--- src/rtl/core/cdr_primitive_serializer_top_assert.svh ---
// ============================================================================
// CDR primitive serializer assertion macros
// Concurrent checks clocked on clk and disabled while rst_n is low.
// ============================================================================
`ifndef CDR_PRIMITIVE_SERIALIZER_TOP_ASSERT_SVH
`define CDR_PRIMITIVE_SERIALIZER_TOP_ASSERT_SVH

`ifndef SYNTHESIS
`define CPS_ASSERT_SAME(label, ante, cons) \
    label: assert property (@(posedge clk) disable iff (!rst_n) (ante) |-> (cons)) \
        else $error("cps same-cycle check failed");
`define CPS_ASSERT_NEXT(label, ante, cons) \
    label: assert property (@(posedge clk) disable iff (!rst_n) (ante) |=> (cons)) \
        else $error("cps next-cycle check failed");
`else
`define CPS_ASSERT_SAME(label, ante, cons)
`define CPS_ASSERT_NEXT(label, ante, cons)
`endif

`endif

--- src/rtl/core/cps_pkg.sv ---
// ============================================================================
// CDR primitive serializer package
// Item types, queue command type and operation codes.
// ============================================================================
package cps_pkg;

    localparam int POS_W = 17;
    localparam int CAP_W = 17;
    localparam logic [CAP_W-1:0] CAP_RESET = 17'h10000;

    localparam logic [1:0] OP_WRITE = 2'd0;
    localparam logic [1:0] OP_ALIGN = 2'd1;
    localparam logic [1:0] OP_RESET = 2'd2;

    typedef struct packed {
        logic [1:0]  operation;
        logic [63:0] value;
        logic [1:0]  size_code;
        logic        big_endian;
    } item_t;

    typedef struct packed {
        logic [7:0]  data_byte;
        logic        is_padding;
        logic        overflow;
        logic [15:0] byte_position;
        logic        last;
    } result_t;

    // classified work handed from front to back
    typedef struct packed {
        logic        overflow;
        logic [2:0]  pad_cnt;
        logic [3:0]  val_cnt;
        logic [63:0] value;
        logic        big_endian;
        logic [15:0] start_pos;
    } cmd_t;

endpackage

--- src/rtl/core/cps_front.sv ---
// ============================================================================
// CDR serializer front end
// Accepts items, tracks the write position, computes padding and the fit
// test, and pushes one command per item that produces results.
// ============================================================================
module cps_front (
    input  logic                           clk,
    input  logic                           rst_n,
    input  logic                           item_valid,
    output logic                           item_ready,
    input  cps_pkg::item_t                 item,
    input  logic [cps_pkg::CAP_W-1:0]      eff_cap,
    input  logic                           queue_full,
    output logic                           push,
    output cps_pkg::cmd_t                  push_cmd
);

    logic [cps_pkg::POS_W-1:0] pos_reg;
    logic [cps_pkg::POS_W-1:0] pos_next;
    logic                      accept;
    logic [3:0]                size4;
    logic [2:0]                mask;
    logic [2:0]                pad;
    logic [3:0]                need;
    logic                      is_write;
    logic                      emit_op;
    logic                      fits;
    logic                      emit;

    assign item_ready = !queue_full;
    assign accept     = item_valid && item_ready;

    always_comb
    begin
        size4    = 4'd1 << item.size_code;
        mask     = 3'(size4 - 4'd1);
        pad      = (3'd0 - pos_reg[2:0]) & mask;
        is_write = (item.operation == cps_pkg::OP_WRITE);
        emit_op  = item.operation inside {cps_pkg::OP_WRITE, cps_pkg::OP_ALIGN};
        need     = {1'b0, pad} + (is_write ? size4 : 4'd0);
        fits     = ({1'b0, pos_reg} + 18'(need)) <= {1'b0, eff_cap};
        emit     = emit_op && (need != 4'd0);

        push                = accept && emit;
        push_cmd.overflow   = !fits;
        push_cmd.pad_cnt    = pad;
        push_cmd.val_cnt    = is_write ? size4 : 4'd0;
        push_cmd.value      = item.value;
        push_cmd.big_endian = item.big_endian;
        push_cmd.start_pos  = pos_reg[15:0];

        pos_next = pos_reg;
        if (accept)
        begin
            case (item.operation)
                cps_pkg::OP_RESET:
                    pos_next = '0;
                cps_pkg::OP_WRITE, cps_pkg::OP_ALIGN:
                    if (emit && fits)
                    begin
                        pos_next = pos_reg + cps_pkg::POS_W'(need);
                    end
                default:
                    pos_next = pos_reg;
            endcase
        end
    end

    always_ff @(posedge clk or negedge rst_n)
    begin
        if (!rst_n)
        begin
            pos_reg <= '0;
        end
        else
        begin
            pos_reg <= pos_next;
        end
    end

endmodule

--- src/rtl/core/cps_queue.sv ---
// ============================================================================
// CDR serializer command queue
// Two-entry shift queue; the head always sits in the first entry.
// ============================================================================
module cps_queue (
    input  logic          clk,
    input  logic          rst_n,
    input  logic          push,
    input  cps_pkg::cmd_t push_cmd,
    output logic          full,
    input  logic          pop,
    output logic          head_valid,
    output cps_pkg::cmd_t head
);

    logic [1:0]    count_reg;
    logic [1:0]    count_next;
    cps_pkg::cmd_t entry0_reg;
    cps_pkg::cmd_t entry0_next;
    cps_pkg::cmd_t entry1_reg;
    cps_pkg::cmd_t entry1_next;

    assign full       = count_reg[1];
    assign head_valid = (count_reg != 2'd0);
    assign head       = entry0_reg;

    always_comb
    begin
        count_next  = count_reg;
        entry0_next = entry0_reg;
        entry1_next = entry1_reg;
        case (count_reg)
            2'd0:
                if (push)
                begin
                    entry0_next = push_cmd;
                    count_next  = 2'd1;
                end
            2'd1:
                if (push && pop)
                begin
                    entry0_next = push_cmd;
                end
                else if (push)
                begin
                    entry1_next = push_cmd;
                    count_next  = 2'd2;
                end
                else if (pop)
                begin
                    count_next = 2'd0;
                end
            2'd2:
                if (pop)
                begin
                    entry0_next = entry1_reg;
                    count_next  = 2'd1;
                end
            default:
                count_next = 2'd0;
        endcase
    end

    always_ff @(posedge clk or negedge rst_n)
    begin
        if (!rst_n)
        begin
            count_reg <= 2'd0;
        end
        else
        begin
            count_reg <= count_next;
        end
    end

    always_ff @(posedge clk)
    begin
        entry0_reg <= entry0_next;
        entry1_reg <= entry1_next;
    end

endmodule

--- src/rtl/core/cps_back.sv ---
// ============================================================================
// CDR serializer back end
// Walks one command a byte per cycle while stream_ready holds: padding, then
// value bytes, or a single overflow item. Output register decouples the stream side.
// ============================================================================
module cps_back (
    input  logic             clk,
    input  logic             rst_n,
    input  logic             head_valid,
    input  cps_pkg::cmd_t    head,
    output logic             pop,
    output logic             stream_valid,
    input  logic             stream_ready,
    output cps_pkg::result_t stream
);

    logic             busy_reg;
    logic             busy_next;
    cps_pkg::cmd_t    cur_reg;
    cps_pkg::cmd_t    cur_next;
    logic [2:0]       pad_left_reg;
    logic [2:0]       pad_left_next;
    logic [3:0]       val_idx_reg;
    logic [3:0]       val_idx_next;
    logic [15:0]      pos_reg;
    logic [15:0]      pos_next;
    logic             out_valid_reg;
    logic             out_valid_next;
    cps_pkg::result_t out_reg;
    cps_pkg::result_t out_next;
    cps_pkg::result_t res;
    logic             load;
    logic             done;
    logic [2:0]       bsel;

    assign stream_valid = out_valid_reg;
    assign stream       = out_reg;
    assign load         = busy_reg && (!out_valid_reg || stream_ready);

    always_comb
    begin
        res.byte_position = pos_reg;
        res.overflow      = 1'b0;
        res.is_padding    = 1'b0;
        res.data_byte     = 8'd0;
        bsel = cur_reg.big_endian ? 3'(cur_reg.val_cnt - 4'd1 - val_idx_reg)
                                  : val_idx_reg[2:0];
        if (cur_reg.overflow)
        begin
            res.overflow = 1'b1;
            res.last     = 1'b1;
        end
        else if (pad_left_reg != 3'd0)
        begin
            res.is_padding = 1'b1;
            res.last       = (cur_reg.val_cnt == 4'd0) && (pad_left_reg == 3'd1);
        end
        else
        begin
            res.data_byte = cur_reg.value[{bsel, 3'b000} +: 8];
            res.last      = ((val_idx_reg + 4'd1) == cur_reg.val_cnt);
        end
        done = res.last;
        pop  = head_valid && (!busy_reg || (load && done));
    end

    always_comb
    begin
        busy_next      = busy_reg;
        cur_next       = cur_reg;
        pad_left_next  = pad_left_reg;
        val_idx_next   = val_idx_reg;
        pos_next       = pos_reg;
        out_valid_next = out_valid_reg;
        out_next       = out_reg;

        if (load)
        begin
            out_valid_next = 1'b1;
            out_next       = res;
            pos_next       = pos_reg + 16'd1;
            if (done)
            begin
                busy_next = 1'b0;
            end
            else if (pad_left_reg != 3'd0)
            begin
                pad_left_next = pad_left_reg - 3'd1;
            end
            else
            begin
                val_idx_next = val_idx_reg + 4'd1;
            end
        end
        else if (stream_ready)
        begin
            out_valid_next = 1'b0;
        end

        if (pop)
        begin
            busy_next     = 1'b1;
            cur_next      = head;
            pad_left_next = head.pad_cnt;
            val_idx_next  = 4'd0;
            pos_next      = head.start_pos;
        end
    end

    always_ff @(posedge clk or negedge rst_n)
    begin
        if (!rst_n)
        begin
            busy_reg      <= 1'b0;
            out_valid_reg <= 1'b0;
        end
        else
        begin
            busy_reg      <= busy_next;
            out_valid_reg <= out_valid_next;
        end
    end

    always_ff @(posedge clk)
    begin
        cur_reg      <= cur_next;
        pad_left_reg <= pad_left_next;
        val_idx_reg  <= val_idx_next;
        pos_reg      <= pos_next;
        out_reg      <= out_next;
    end

endmodule

--- src/rtl/core/cdr_primitive_serializer_top.sv ---
// ============================================================================
// CDR primitive serializer
// An accepted item's first result passes the queue, command and output registers.
// Stream side emits one byte per cycle while stream_ready allows: a write
// of size S with P padding bytes yields P + S items, an align P, an overflow one.
// Front accepts one item per cycle while the two-entry queue has room.
// Reset clears the write position and queue; capacity returns to 65536.
// ============================================================================
`include "cdr_primitive_serializer_top_assert.svh"

module cdr_primitive_serializer_top #(
    parameter longint unsigned MAX_BUFFER_BYTES = 65536
) (
    input  logic                      clk,
    input  logic                      rst_n,
    input  logic                      item_valid,
    output logic                      item_ready,
    input  cps_pkg::item_t            item,
    output logic                      stream_valid,
    input  logic                      stream_ready,
    output cps_pkg::result_t          stream,
    input  logic                      cfg_valid,
    output logic                      cfg_ready,
    input  logic [cps_pkg::CAP_W-1:0] cfg_data
);

    localparam logic [cps_pkg::CAP_W-1:0] MaxCap =
        (MAX_BUFFER_BYTES > longint'((1 << cps_pkg::CAP_W) - 1))
            ? {cps_pkg::CAP_W{1'b1}} : cps_pkg::CAP_W'(MAX_BUFFER_BYTES);

    logic [cps_pkg::CAP_W-1:0] cap_reg;
    logic [cps_pkg::CAP_W-1:0] cap_next;
    logic [cps_pkg::CAP_W-1:0] eff_cap;
    logic                      queue_full;
    logic                      push;
    cps_pkg::cmd_t             push_cmd;
    logic                      pop;
    logic                      head_valid;
    cps_pkg::cmd_t             head;

    assign cfg_ready = 1'b1;
    assign cap_next  = (cfg_valid && cfg_ready) ? cfg_data : cap_reg;
    assign eff_cap   = (cap_reg < MaxCap) ? cap_reg : MaxCap;

    always_ff @(posedge clk or negedge rst_n)
    begin
        if (!rst_n)
        begin
            cap_reg <= cps_pkg::CAP_RESET;
        end
        else
        begin
            cap_reg <= cap_next;
        end
    end

    cps_front u_front (
        .clk        (clk),
        .rst_n      (rst_n),
        .item_valid (item_valid),
        .item_ready (item_ready),
        .item       (item),
        .eff_cap    (eff_cap),
        .queue_full (queue_full),
        .push       (push),
        .push_cmd   (push_cmd)
    );

    cps_queue u_queue (
        .clk        (clk),
        .rst_n      (rst_n),
        .push       (push),
        .push_cmd   (push_cmd),
        .full       (queue_full),
        .pop        (pop),
        .head_valid (head_valid),
        .head       (head)
    );

    cps_back u_back (
        .clk          (clk),
        .rst_n        (rst_n),
        .head_valid   (head_valid),
        .head         (head),
        .pop          (pop),
        .stream_valid (stream_valid),
        .stream_ready (stream_ready),
        .stream       (stream)
    );

    // overflow item is a lone, zeroed, final item
    `CPS_ASSERT_SAME(a_ovf_shape, stream_valid && stream.overflow, stream.last && (stream.data_byte == 8'd0) && !stream.is_padding)
    // padding carries zero data
    `CPS_ASSERT_SAME(a_pad_zero, stream_valid && stream.is_padding, (stream.data_byte == 8'd0) && !stream.overflow)
    // bytes of one item follow without gaps at consecutive offsets
    `CPS_ASSERT_NEXT(a_pos_step, stream_valid && stream_ready && !stream.last, stream_valid && (stream.byte_position == 16'($past(stream.byte_position) + 16'd1)))

endmodule
--- config.mk ---
export PLATFORM = sky130hd
export DESIGN_NAME = cdr_primitive_serializer_top
export DESIGN_NICKNAME = d
export VERILOG_FILES = /design/src/rtl/core/cps_pkg.sv /design/src/rtl/core/cps_front.sv /design/src/rtl/core/cps_queue.sv /design/src/rtl/core/cps_back.sv /design/src/rtl/core/cdr_primitive_serializer_top.sv
export VERILOG_INCLUDE_DIRS = /design/src /design/src/rtl/core
export SDC_FILE = /design/constraint.sdc
export NUM_CORES = 1
export LEC_CHECK = 0
export BUFFER_PORTS_ARGS = -buffer_cell sky130_fd_sc_hd__buf_2
export CAP_MARGIN = 10
export CORE_AREA = 2 2 180 182
export CTS_CLUSTER_DIAMETER = 120
export DETAILED_ROUTE_END_ITERATION = 10
export DIE_AREA = 0 0 182 184
export MAX_ROUTING_LAYER = met4
export PLACE_DENSITY = 0.63
export SETUP_SLACK_MARGIN = 0.3
export SLEW_MARGIN = 25
export SYNTH_ARGS = -nofsm -noshare
export SYNTH_HDL_FRONTEND = slang
export SYNTH_SLANG_ARGS = --single-unit
export TNS_END_PERCENT = 1
--- constraint.sdc ---
create_clock -name clk -period 15.1 [get_ports clk]
set_clock_uncertainty 0.2 [all_clocks]
set_input_delay 1.51 -clock clk [delete_from_list [all_inputs] [get_ports clk]]
set_output_delay 1.51 -clock clk [all_outputs]
set_load 0.02 [all_outputs]
## Word level (Yosys, flattened, before mapping)

Index checks and enable logic that the tools add are counted.

| word-level totals | value |
|---|---|
| register bits | 336 |
| output and inout port bits | 30 |

| operators by class | value |
|---|---|
| add/subtract/negate cells | 10 |
| magnitude comparators | 2 |
| eq/ne operators | 13 |
| shift operators | 2 |
| muxes and demuxes | 30 |
| bitwise logic cells | 4 |
| reduce and logical (&&, ||, !) cells | 37 |

Operators by type and width:

| cell | count |
|---|---|
| two-way mux 89 bit | 3 |
| case mux 89 bit (3 select lines) | 1 |
| indexed part select 64 x 7 -> 8 bit | 1 |
| two-way mux 17 bit | 2 |
| case mux 17 bit (2 select lines) | 1 |
| two-way mux 16 bit | 2 |
| adder 17 x 4 -> 18 bit | 1 |
| <= comparator 18 x 17 -> 1 bit | 1 |
| adder 17 x 4 -> 17 bit | 1 |
| < comparator 17 bit, second input constant | 1 |
| adder 16 x 1 -> 16 bit, second input constant | 1 |
| two-way mux 3 bit | 5 |
| nonzero test 2 bit | 7 |
| AND reduction 3 bit | 4 |
| two-way mux 2 bit | 5 |
| != test 2 x 1 -> 1 bit, second input constant | 5 |
| logical AND 1 bit | 9 |
| two-way mux 1 bit | 9 |
| subtractor 3 x 1 -> 3 bit, second input constant | 3 |
| AND reduction 4 bit | 2 |
| case mux 2 bit (3 select lines) | 1 |
| nonzero test 3 bit | 2 |
| adder 3 x 4 -> 4 bit | 1 |
| adder 4 x 1 -> 4 bit, second input constant | 1 |
| 19 further kinds | 29 |

## Logic depth before layout (Yosys ltp)

Gate-level depths: netlist of the first run.

| logic depth | value |
|---|---|
| depth in word-level cells | 11 |
| mapped depth | 23 |
| gate-level depth less buffers | 22 |

## Cells and area by module

From an unflattened synthesis of the first run, not the netlist that was laid out.

| unflattened totals | value |
|---|---|
| cell total of the unflattened synthesis | 934 |
| area total of the unflattened synthesis | 15401.0 µm² |

By module, submodules not included:

| module | instances | cells each | area an instance (µm²) |
|---|---|---|---|
| cps_queue | 1 | 290 | 7014.2 |
| cps_back | 1 | 283 | 5091.1 |
| cps_front | 1 | 306 | 2492.4 |
| cdr_primitive_serializer_top | 1 | 55 | 803.3 |

## Worst setup path before layout of the first run

Ideal clock, no wire load.

| path | value |
|---|---|
| path kind | input port to flip-flop |
| from | in item[2] (netlist name) |
| to | reg u_queue.entry0_reg, in the netlist u_queue.head[0] (enable) |
| setup time | 0.659 ns |
| arrival | 9.351 ns |
| required time | 14.241 ns |
| path slack | 4.890 ns |
| cell stages on the path | 7 |
| buffers on the path | 0 |
| cells stage by stage | nor4b_1 ha_1 a21o_1 a21oi_1 xnor2_1 o21ai_0 o21ai_0 |

| between the ends | value |
|---|---|
| word-level cells in the longest chain between the ends | 10 |

RTL lines:

| item | line | text |
|---|---|---|
| start: declaration | cdr_primitive_serializer_top.sv:18 | `input cps_pkg::item_t item,` |
| left shift 1 x 2 -> 4 bit (*) | cps_front.sv:35 | `size4 = 4'd1 << item.size_code;` |
| subtractor 3 x 1 -> 3 bit | cps_front.sv:36 | `mask = 3'(size4 - 4'd1);` |
| AND 3 bit | cps_front.sv:37 | `pad = (3'd0 - pos_reg[2:0]) & mask;` |
| adder 3 x 4 -> 4 bit (*) | cps_front.sv:40 | `need = {1'b0, pad} + (is_write ? size4 : 4'd0);` |
| nonzero test 4 bit (*) | cps_front.sv:42 | `emit = emit_op && (need != 4'd0);` |
| logical AND 1 bit (*) | cps_front.sv:42 |  |
| logical AND 1 bit (*) | cps_front.sv:44 | `push = accept && emit;` |
| logical AND 1 bit | cps_queue.sv:40 | `if (push && pop)` |
| != test 2 x 1 -> 1 bit (no line) | -- |  |
| AND reduction 4 bit (no line) (*) | -- |  |
| end signal: assignment | cps_queue.sv:78 | `entry0_reg <= entry0_next;` |
| end: declaration | cps_queue.sv:18 | `cps_pkg::cmd_t entry0_reg;` |

Mark *: on every way between the ends. The rest lies on a longest branch, timed or not.
A chain may end at the register's enable or synchronous reset.

==> results of run 1 <==
-- stage by stage --
stage / area, um^2 / util [%]
after floorplan: 14000 / -
after global placement: 15000 / 47.9
after detailed placement: 15000 / 47.9
after CTS: 16200 / 51.5
after global routing: 16200 / 51.7
final: 16200 / 51.7
-- worst max-delay path, delay by kind of cell --
kind,cells,cell delay [ps]
muxes,1,420
adders and majority gates,3,810
xor gates and xnor gates,2,320
buffers and inverters,1,130
AOI/OAI and AO/OA,8,1860
and+or+nand+nor,6,1870
-- power groups by stage --
stage	clock network [W]	logic (W)	registers, W
after floorplan	0	0.000354	0.00141
after global placement	0	0.000545	0.00138
after detailed placement	0	0.000563	0.00138
after CTS	0.000862	0.000565	0.00137
after global routing	0.000898	0.000629	0.00138
final	0.000835	0.000561	0.00136
-- metal layers --
layer	GRT usage [%]	part of all wire, %	up-vias
li1	-	-	3964
met3	2.97	4.1	43
met5	-	0	-
met1	23.0	49	3775
met4	4.77	2.0	0
met2	24.8	45	159
-- cell type report --
cell class,count,area share [%]
timing repair buffer,127,4.39
clock buffer,49,6.11
sequential,336,60.7
multi-input combinational,642,24.3
inverter,20,0.470
tap,402,3.10
clock inverter,18,0.863
-- worst max path at each step --
stage / start / endpoint / cells after the start
global placement: item[2] / u_front.pos_reg[14]$_DFFE_PN0P_ / 21
detailed placement: item[2] / u_front.pos_reg[9]$_DFFE_PN0P_ / 21
floorplan: item[2] / u_queue.head[0]$_DFFE_PP_ / 7
global route: item[2] / u_front.pos_reg[14]$_DFFE_PN0P_ / 21
CTS: item[2] / u_front.pos_reg[9]$_DFFE_PN0P_ / 21
finish: item[2] / u_front.pos_reg[4]$_DFFE_PN0P_ / 21
-- cell usage in the layout, fill, tap and decap left out, types with 6 or more instances in the layout --
| cell | netlist | routed |
|---|---|---|
| a21oi_1 | 12 | 12 |
| a221o_1 | 10 | 10 |
| and3_1 | 18 | 18 |
| buf_2 | 4 | 119 |
| clkbuf_1 | 25 | 11 |
| clkbuf_16 | 0 | 38 |
| clkinv_1 | 1 | 9 |
| clkinv_2 | 1 | 6 |
| dfrtp_1 | 37 | 37 |
| edfxtp_1 | 294 | 294 |
| ha_1 | 31 | 31 |
| inv_1 | 18 | 17 |
| mux2_2 | 18 | 18 |
| mux2i_1 | 10 | 10 |
| mux4_2 | 16 | 16 |
| nand2_1 | 322 | 322 |
| nand3_1 | 18 | 18 |
| nand4_1 | 7 | 7 |
| nor2_1 | 44 | 42 |
| o21ai_0 | 23 | 21 |
| o21ai_1 | 9 | 9 |
| xnor2_1 | 27 | 27 |
| xor2_1 | 15 | 15 |
-- cells by family after synthesis --
group / count (synthesis)
AOI/OAI and AO/OA: 78
xor gates and xnor gates: 42
adders and majority gates: 34
buffers and inverters: 61
DFF: 336
muxes: 45
other: 1
and+or+nand+nor: 442
==> results.json, run 1 <==
{
  "yosys.area_share.simple_pct": 13.2,
  "vdd_drop_max_mv": 0.0840,
  "io_pins": 121,
  "r2r_start": "u_front.pos_reg[0]$_DFFE_PN0P_",
  "async_flop_share_pct": 11.3,
  "crit_type": "input port to flop",
  "ys_top_cells_by_count": "322 x nand2_1, 294 x edfxtp_1, 44 x nor2_1",
  "post_cts_buffers": 0,
  "p_switching_w": 0.000786,
  "slowest_delay_ps": 850,
  "yosysMostFrequentCell": "nand2_1",
  "fin_crit_ps": 6730,
  "synth_edf_count": 294,
  "cts_tree": "done",
  "r2r_end": "u_front.pos_reg[4]$_DFFE_PN0P_",
  "intPower_w": 0.00197,
  "crit_arrival_ps": 6930,
  "drive_gt1_share_pct": 19.2,
  "place_hpwl_um": 16800,
  "slowest_stage": "nor4b_1",
  "place_ws_ps": 7920,
  "drt_iter0_drc": 500,
  "antenna_found_initial": 0,
  "hold_class": "flop to flop",
  "crit_chain": "buf_2 > nor4b_1 > ha_1 > a21o_1 > a21oi_1 > xnor2_1 > ha_1 > nor2_1 > o2bb2ai_1 > nor2_1 > nand3_1 > or2_2 > xnor2_1 > ha_1 > a211oi_1 > o21ai_0 > o211ai_1 > nand4_1 > a21oi_4 > mux2_2 > a22o_1",
  "clock_latency_ps": 530,
  "cellPowerDensity_mw_per_mm2": 170,
  "hold_viol_final": 0,
  "gr-total-overflow": 0,
  "synth_area_mm2": 0.0140,
  "placed_cells": 1525,
  "grt_pass1_wl_um": 42300,
  "die_h_um": 184,
  "postRouteAntennaNets": 0,
  "first_global_vias": 7961,
  "vias": 7941,
  "regArea_mm2": 0.00986,
  "post-route-period-util_pct": 44.6,
  "worstHoldEndpoint": "u_back.cur_reg[84]$_DFFE_PP_",
  "grt_max_degree": 91,
  "h-tree-depth": 2,
  "yosysTopAreaCell": "edfxtp_1",
  "drt_wl_total_um": 26000,
  "grt.total_usage_pct": 16.4,
  "nets": 1289,
  "seq_power_share_pct": 49.4,
  "ys_ff_latch": 336,
  "swShare_pct": 28.5,
  "r2r_slack_ps": 9220,
  "clk_pin_slew_worst_paths_ps": 60,
  "post_cts_resize_count": 0,
  "synth_area_leaders": "edfxtp_1 63%, nand2_1 8.6%, dfrtp_1 6.6%, ha_1 2.8%, mux4_2 2.6%",
  "final_cell_count_no_fill": 1594,
  "crit_path_end_kind": "flop",
  "rr_worst_depth": 20,
  "drc": 0,
  "synth_cell_type_count": 66,
  "rsz0062_at_grt": "false",
  "drtPass1Iterations": 5,
  "clk_path_buf_depth": 3,
  "status": "complete, no violations",
  "leakage_nw": 6.33,
  "slew_headroom_pct": 32.2,
  "diodes": 0,
  "path_max_fanout": 33,
  "crit_top_cell": "ha_1",
  "synth_compound_area_share_pct": 3.92,
  "rows": 65,
  "startpoint_type": "input port",
  "synth_nets": 1164,
  "slew_viol_final": 0,
  "p_comb_share_pct": 20.4,
  "power.share.clock_pct": 30.3,
  "p_total_w": 0.00276,
  "synth_ff_type": "edfxtp_1",
  "syn_area_per_cell_um2": 13.5,
  "yosys.area_share.adder_pct": 3.19,
  "fin_setup_tns_ps": 0,
  "setup_slack_ps": 8370,
  "muxShareOfSynthArea_pct": 4.82,
  "whs_ps": 210,
  "wl_per_cell_um": 16.3,
  "synth_top_family_by_area": "simple AND/OR/NAND/NOR gates",
  "fmax_mhz": 149,
  "numClockSinks": 336,
  "finalSetupViolCount": 0,
  "design.die.area_mm2": 0.0335,
  "synth_xor_area_share_pct": 2.62,
  "syn_to_final_growth_pct": 15.6,
  "via_per_inst": 4.98,
  "io_buffers": 119,
  "yosys.area.top_type_share_pct": 62.9,
  "netlist_instances": 1039,
  "yosysSeqAreaShare_pct": 70.2,
  "cts_hold_buf": 0,
  "required_ps": 15300,
  "hold_path_depth": 0,
  "yosysWarnings": 0,
  "worst_pin_slew_ps": 1010,
  "core_area_mm2": 0.0314,
  "gp_congestion": 0.868,
  "die_w_um": 182,
  "root_buffer": "clkbuf_16",
  "numCtsBuffers": 37,
  "nFillCells": 2714,
  "hold_start": "u_queue.head[84]$_DFFE_PP_",
  "start_util_pct": 44.7,
  "multi_input_area_mm2": 0.00395,
  "max_cap_viol_count": 0
}
(Power assumes the default switching activity.)
==> inputs of run 2 (changes only) <==
Settings changed: ABC_AREA set to 1, CORE_AREA 2 2 180 182 to 2 2 181 183, DIE_AREA 0 0 182 184 to 0 0 183 185, PLACE_DENSITY 0.63 to 0.66.
Clock period 15.1 ns to 6.18 ns, I/O delays scaled along.
==> results.json, run 2 <==
{
  "nFillCells": 2809,
  "drc": 0,
  "clock_latency_ps": 520,
  "synth_ff_type": "edfxtp_1",
  "netlist_instances": 1187,
  "cts_tree": "done",
  "post-route-period-util_pct": 84.8,
  "cellPowerDensity_mw_per_mm2": 415,
  "wl_per_cell_um": 16.2,
  "max_cap_viol_count": 0,
  "drive_gt1_share_pct": 16.6,
  "diodes": 0,
  "placed_area_mm2": 0.0151,
  "syn_area_per_cell_um2": 11.9,
  "synth_area_mm2": 0.0141,
  "rsz0062_at_grt": "false",
  "finalSetupViolCount": 0,
  "vias": 8753,
  "yosysTopAreaCell": "edfxtp_1",
  "postRouteAntennaNets": 0,
  "vdd_drop_max_mv": 0.237,
  "r2r_slack_ps": 940,
  "die_h_um": 185,
  "gp_congestion": 0.837,
  "io_buffers": 119,
  "rows": 66,
  "slew_headroom_pct": 35.3,
  "synth_nets": 1312,
  "synth_cell_type_count": 43,
  "fin_setup_tns_ps": 0,
  "r2r_start": "u_front.pos_reg[1]$_DFFE_PN0P_",
  "endpoint": "u_front.pos_reg[4]$_DFFE_PN0P_",
  "yosysWarnings": 0,
  "io_pins": 121,
  "yosysSeqAreaShare_pct": 69.8,
  "multi_input_area_mm2": 0.00378,
  "design.die.area_mm2": 0.0339,
  "grt.total_usage_pct": 17.6,
  "worstSetupStartpoint": "u_front.pos_reg[1]$_DFFE_PN0P_",
  "placed_cells": 1678,
  "final_cell_count_no_fill": 1743,
  "rr_worst_depth": 26,
  "mostFrequentLayoutCells": "378 x nand2_1, 294 x edfxtp_1, 118 x buf_2",
  "gr-total-overflow": 0,
  "path_max_fanout": 20,
  "crit_arrival_ps": 5440,
  "antenna_found_initial": 0,
  "clk_path_buf_depth": 3,
  "slew_viol_final": 0,
  "first_global_vias": 8629,
  "clk_pin_slew_worst_paths_ps": 60,
  "via_per_inst": 5.02,
  "syn_to_final_growth_pct": 15.1,
  "hold_path_depth": 1,
  "ys_ff_latch": 336,
  "numClockSinks": 336,
  "start_util_pct": 44.1,
  "hold_viol_final": 0,
  "core_area_mm2": 0.0320,
  "async_flop_share_pct": 11.3,
  "fmax_mhz": 191,
  "nets": 1434,
  "drt_wl_total_um": 28200,
  "drtPass1Iterations": 6,
  "synth_edf_count": 294,
  "grt_max_degree": 103,
  "h-tree-depth": 2,
  "synth_area_leaders": "edfxtp_1 63%, nand2_1 10%, dfrtp_1 6.6%, ha_1 2.7%, o21ai_0 2.2%",
  "worst_pin_slew_ps": 970,
  "crit_type": "flop to flop",
  "required_ps": 6380,
  "yosysMostFrequentCell": "nand2_1",
  "drt_iter0_drc": 678,
  "crit_path_end_kind": "flop",
  "fin_area_mm2": 0.0163,
  "ys_top_cells_by_count": "380 x nand2_1, 294 x edfxtp_1, 71 x inv_1",
  "root_buffer": "clkbuf_16",
  "leakage_nw": 6.61,
  "die_w_um": 183,
  "regArea_mm2": 0.00986,
  "layout_commonest_cell": "nand2_1",
  "startpoint_type": "flop",
  "r2r_end": "u_front.pos_reg[4]$_DFFE_PN0P_",
  "fin_crit_ps": 5240,
  "grt_pass1_wl_um": 45500,
  "hold_class": "input port to flop",
  "place_hpwl_um": 18200,
  "yosys.area.top_type_share_pct": 62.5,
  "status": "complete, no violations",
  "fin_util_pct": 50.7,
  "numCtsBuffers": 36
}
[run 2: changes by cell type after synthesis, moves of 17 or more]
cell | previous run | this run
nand2_1 | 322 | 380
inv_1 | 18 | 71
o21ai_0 | 23 | 63
nand3_1 | 18 | 45
nor2_1 | 44 | 69
and3_1 | 18 | 1
xnor2_1 | 27 | 10
[run 2: cell families (layout without fill, tap and decap cells)]
logic type,count (synthesis),after routing,synth area share (%)
AOI/OAI and AO/OA,113,113,4.28
xor gates and xnor gates,35,35,2.17
adders and majority gates,34,34,3.17
buffers and inverters,118,266,3.67
DFF,336,336,69.8
muxes,15,15,1.20
other,1,1,0.0266
and+or+nand+nor,535,535,15.7
[run 2: cell type report]
| cell class | instances | share of cell area [%] |
|---|---|---|
| clock inverter | 18 | 1.01 |
| timing repair buffer | 127 | 4.16 |
| inverter | 75 | 1.75 |
| multi-input combinational | 733 | 23.3 |
| clock buffer | 46 | 6.03 |
| tap | 408 | 3.14 |
| sequential | 336 | 60.7 |
[run 2: routing by layer]
layer,share of wire (%),GRT usage [%],up-vias
met5,0,-,-
met4,2.6,5.79,0
met1,47,24.9,4110
li1,-,-,4303
met3,5.7,2.58,59
met2,45,26.4,281
[run 2: through the flow]
| stage | hold slack (ps) | total power, W | setup slack [ps] |
|---|---|---|---|
| final | 77.7 | 0.00675 | 939 |
| after global routing | 56.0 | 0.00711 | 443 |
| after CTS | 50.4 | 0.00682 | 818 |
| after global placement | 201 | 0.00467 | 856 |
| after floorplan | 122 | 0.00424 | 1000 |
| after detailed placement | 205 | 0.00472 | 631 |
[run 2: worst max-delay path, cell delays in order, from the launching register on]
cell and delay [ps]:
dfrtp_1 420, inv_1 160, ha_1 200, o211ai_1 100
a21oi_1 290, ha_1 340, a21oi_1 160, nand2_1 80
xor2_1 180, inv_1 70, ha_1 350, nand2_1 100
nor3_4 120, nand2_2 90, a21oi_4 180, nand4_1 150
nor2_1 150, xor2_1 150, inv_1 90, ha_1 290
nand2_1 60, nor4_1 300, nand4_1 180, nand2_4 280
nand2_4 200, nand3_1 140, nand2_1 80
[run 2: report_power, final]
group	switching, W	internal, W	total [W]
Sequential	0.000194	0.00310	0.00329
Clock	0.000866	0.00121	0.00208
Combinational	0.000984	0.000394	0.00138
Total	0.00204	0.00471	0.00675
[run 2: timing repair]
item,4_1_cts,5_1_grt
resized for setup,0,1
hold endpoints to repair,0,37
endpoints found under the setup margin,0,7
hold buffers,0,1
buffers inserted,0,0
[run 2: worst min path at each step]
stage | startpoint | endpoint
after global routing | item[33] | u_queue.entry1_reg[47]$_DFFE_PP_
after floorplan | rst_n | cap_reg[0]$_DFFE_PN0P_
after detailed placement | u_queue.head[16]$_DFFE_PP_ | u_back.cur_reg[16]$_DFFE_PP_
final | item[33] | u_queue.entry1_reg[47]$_DFFE_PP_
after CTS | item[22] | u_queue.entry1_reg[36]$_DFFE_PP_
after global placement | u_queue.head[49]$_DFFE_PP_ | u_back.cur_reg[49]$_DFFE_PP_
==> inputs of run 3 (changes only) <==
Settings changed: PLACE_DENSITY 0.66 to 0.63.
Clock period 6.18 ns to 5.2 ns, I/O delays scaled along.
==> results.json, run 3 (synthesis results as in run 2) <==
{
  "status": "complete, no violations",
  "place_hpwl_um": 18000,
  "path_max_fanout": 8,
  "start_util_pct": 44.1,
  "drtPass1Iterations": 5,
  "core_area_mm2": 0.0320,
  "rr_worst_depth": 31,
  "hold_class": "input port to flop",
  "route.met2.wl_um": 13300,
  "fin_area_mm2": 0.0173,
  "fmax_mhz": 213,
  "slew_headroom_pct": 37.4,
  "die_w_um": 183,
  "drt_iter0_drc": 607,
  "fin_setup_tns_ps": 0,
  "crit_path_end_kind": "flop",
  "antenna_found_initial": 0,
  "clock_latency_ps": 520,
  "cts_tree": "done",
  "r2r_slack_ps": 510,
  "syn_to_final_growth_pct": 22.7,
  "diodes": 0,
  "crit_buf_inv": 4,
  "wl_met3_um": 1340,
  "finalSetupViolCount": 0,
  "numCtsBuffers": 36,
  "nets": 1525,
  "rsz0062_at_grt": "false",
  "wl_per_cell_um": 15.8,
  "via_per_inst": 4.90,
  "io_buffers": 119,
  "worst_pin_slew_ps": 940,
  "first_global_vias": 8804,
  "placed_area_mm2": 0.0152,
  "crit_type": "flop to flop",
  "slowest_stage": "fa_1",
  "max_cap_viol_count": 0,
  "grt.total_usage_pct": 17.8,
  "hold_path_depth": 3,
  "die_h_um": 185,
  "grt_max_degree": 103,
  "hold_start": "cfg_data[16]",
  "postRouteAntennaNets": 0,
  "drive_gt1_share_pct": 19.1,
  "placed_cells": 1686,
  "required_ps": 5400,
  "fin_crit_ps": 4690,
  "clk_path_buf_depth": 3,
  "worstHoldEndpoint": "cap_reg[16]$_DFFE_PN1P_",
  "wl_met1_um": 13900,
  "crit_top_cell": "nand2_1",
  "numClockSinks": 336,
  "leakage_nw": 7.05,
  "h-tree-depth": 2,
  "vdd_drop_max_mv": 0.278,
  "cellPowerDensity_mw_per_mm2": 475,
  "io_pins": 121,
  "layout_commonest_cell": "nand2_1",
  "root_buffer": "clkbuf_16",
  "r2r_end": "u_front.pos_reg[12]$_DFFE_PN0P_",
  "hold_viol_final": 0,
  "vias": 8987,
  "clk_pin_slew_worst_paths_ps": 60,
  "fin_util_pct": 54.1,
  "slew_viol_final": 0,
  "critical-path-top-delay-family": "simple AND/OR/NAND/NOR gates",
  "topRoutingLayerUsed": "met4",
  "slowest_delay_ps": 620,
  "r2r_start": "u_front.pos_reg[1]$_DFFE_PN0P_",
  "gp_congestion": 0.811,
  "crit_arrival_ps": 4890,
  "gr-total-overflow": 0,
  "final_cell_count_no_fill": 1835,
  "post-route-period-util_pct": 90.2,
  "mostFrequentLayoutCells": "373 x nand2_1, 294 x edfxtp_1, 119 x buf_2",
  "startpoint_type": "flop",
  "drc": 0,
  "rows": 66,
  "drt_wl_total_um": 29100,
  "grt_pass1_wl_um": 46200,
  "design.die.area_mm2": 0.0339
}
[run 3: report_power, final]
part           internal [W]  leakage [nW]  total (W)  switching [W]
Clock               0.00153         0.579    0.00256        0.00103
Sequential          0.00368          3.26    0.00390       0.000226
Combinational      0.000565          3.21    0.00176        0.00120
Total               0.00577          7.05    0.00823        0.00246
[run 3: tightest hold or removal path, stage by stage]
cell	delay (ps)
buf_2	70
nand2_1	50
o21ai_0	60
[run 3: stage by stage]
step	worst slack (ps)	hold WS [ps]	total power [W]
finish	511	23.5	0.00823
global route	232	0.296	0.00868
CTS	320	1.27	0.00825
detailed placement	27.6	205	0.00563
global placement	208	202	0.00557
floorplan	473	24.4	0.00504
[run 3: worst max path at each step]
stage	startpoint	endpoint	slack, ps	cells after the start
2_1_floorplan	item[67]	u_queue.head[0]$_DFFE_PP_	470	12
3_3_place_gp	item[67]	u_front.pos_reg[12]$_DFFE_PN0P_	210	26
3_5_place_dp	item[67]	u_front.pos_reg[12]$_DFFE_PN0P_	30	26
4_1_cts	u_front.pos_reg[1]$_DFFE_PN0P_	u_front.pos_reg[12]$_DFFE_PN0P_	320	31
5_1_grt	u_front.pos_reg[1]$_DFFE_PN0P_	u_front.pos_reg[2]$_DFFE_PN0P_	230	31
6_report	u_front.pos_reg[1]$_DFFE_PN0P_	u_front.pos_reg[12]$_DFFE_PN0P_	510	31
[run 3: what timing repair did]
item	in CTS	in global routing
gates cloned	0	3
pin swaps	1	16
endpoints found under the setup margin	17	19
hold buffers	63	0
setup buffers	3	14
gates resized for setup	1	33
hold endpoints to repair	99	0
[run 3: layout make-up]
type                    count  area, um^2
flip-flops and latches    336        9860
well taps                 408         510
fillers                  2687       14700
repair buffers            216        1560
inverters                  75         284
clock inverters            21         230
clock buffers              44         962
multi-input cells         735        3930
[run 3: metal layers]
metal	up-vias	GRT usage (%)
met5	-	-
met1	4237	25.3
met4	0	4.99
li1	4485	-
met3	38	2.42
met2	227	27.1
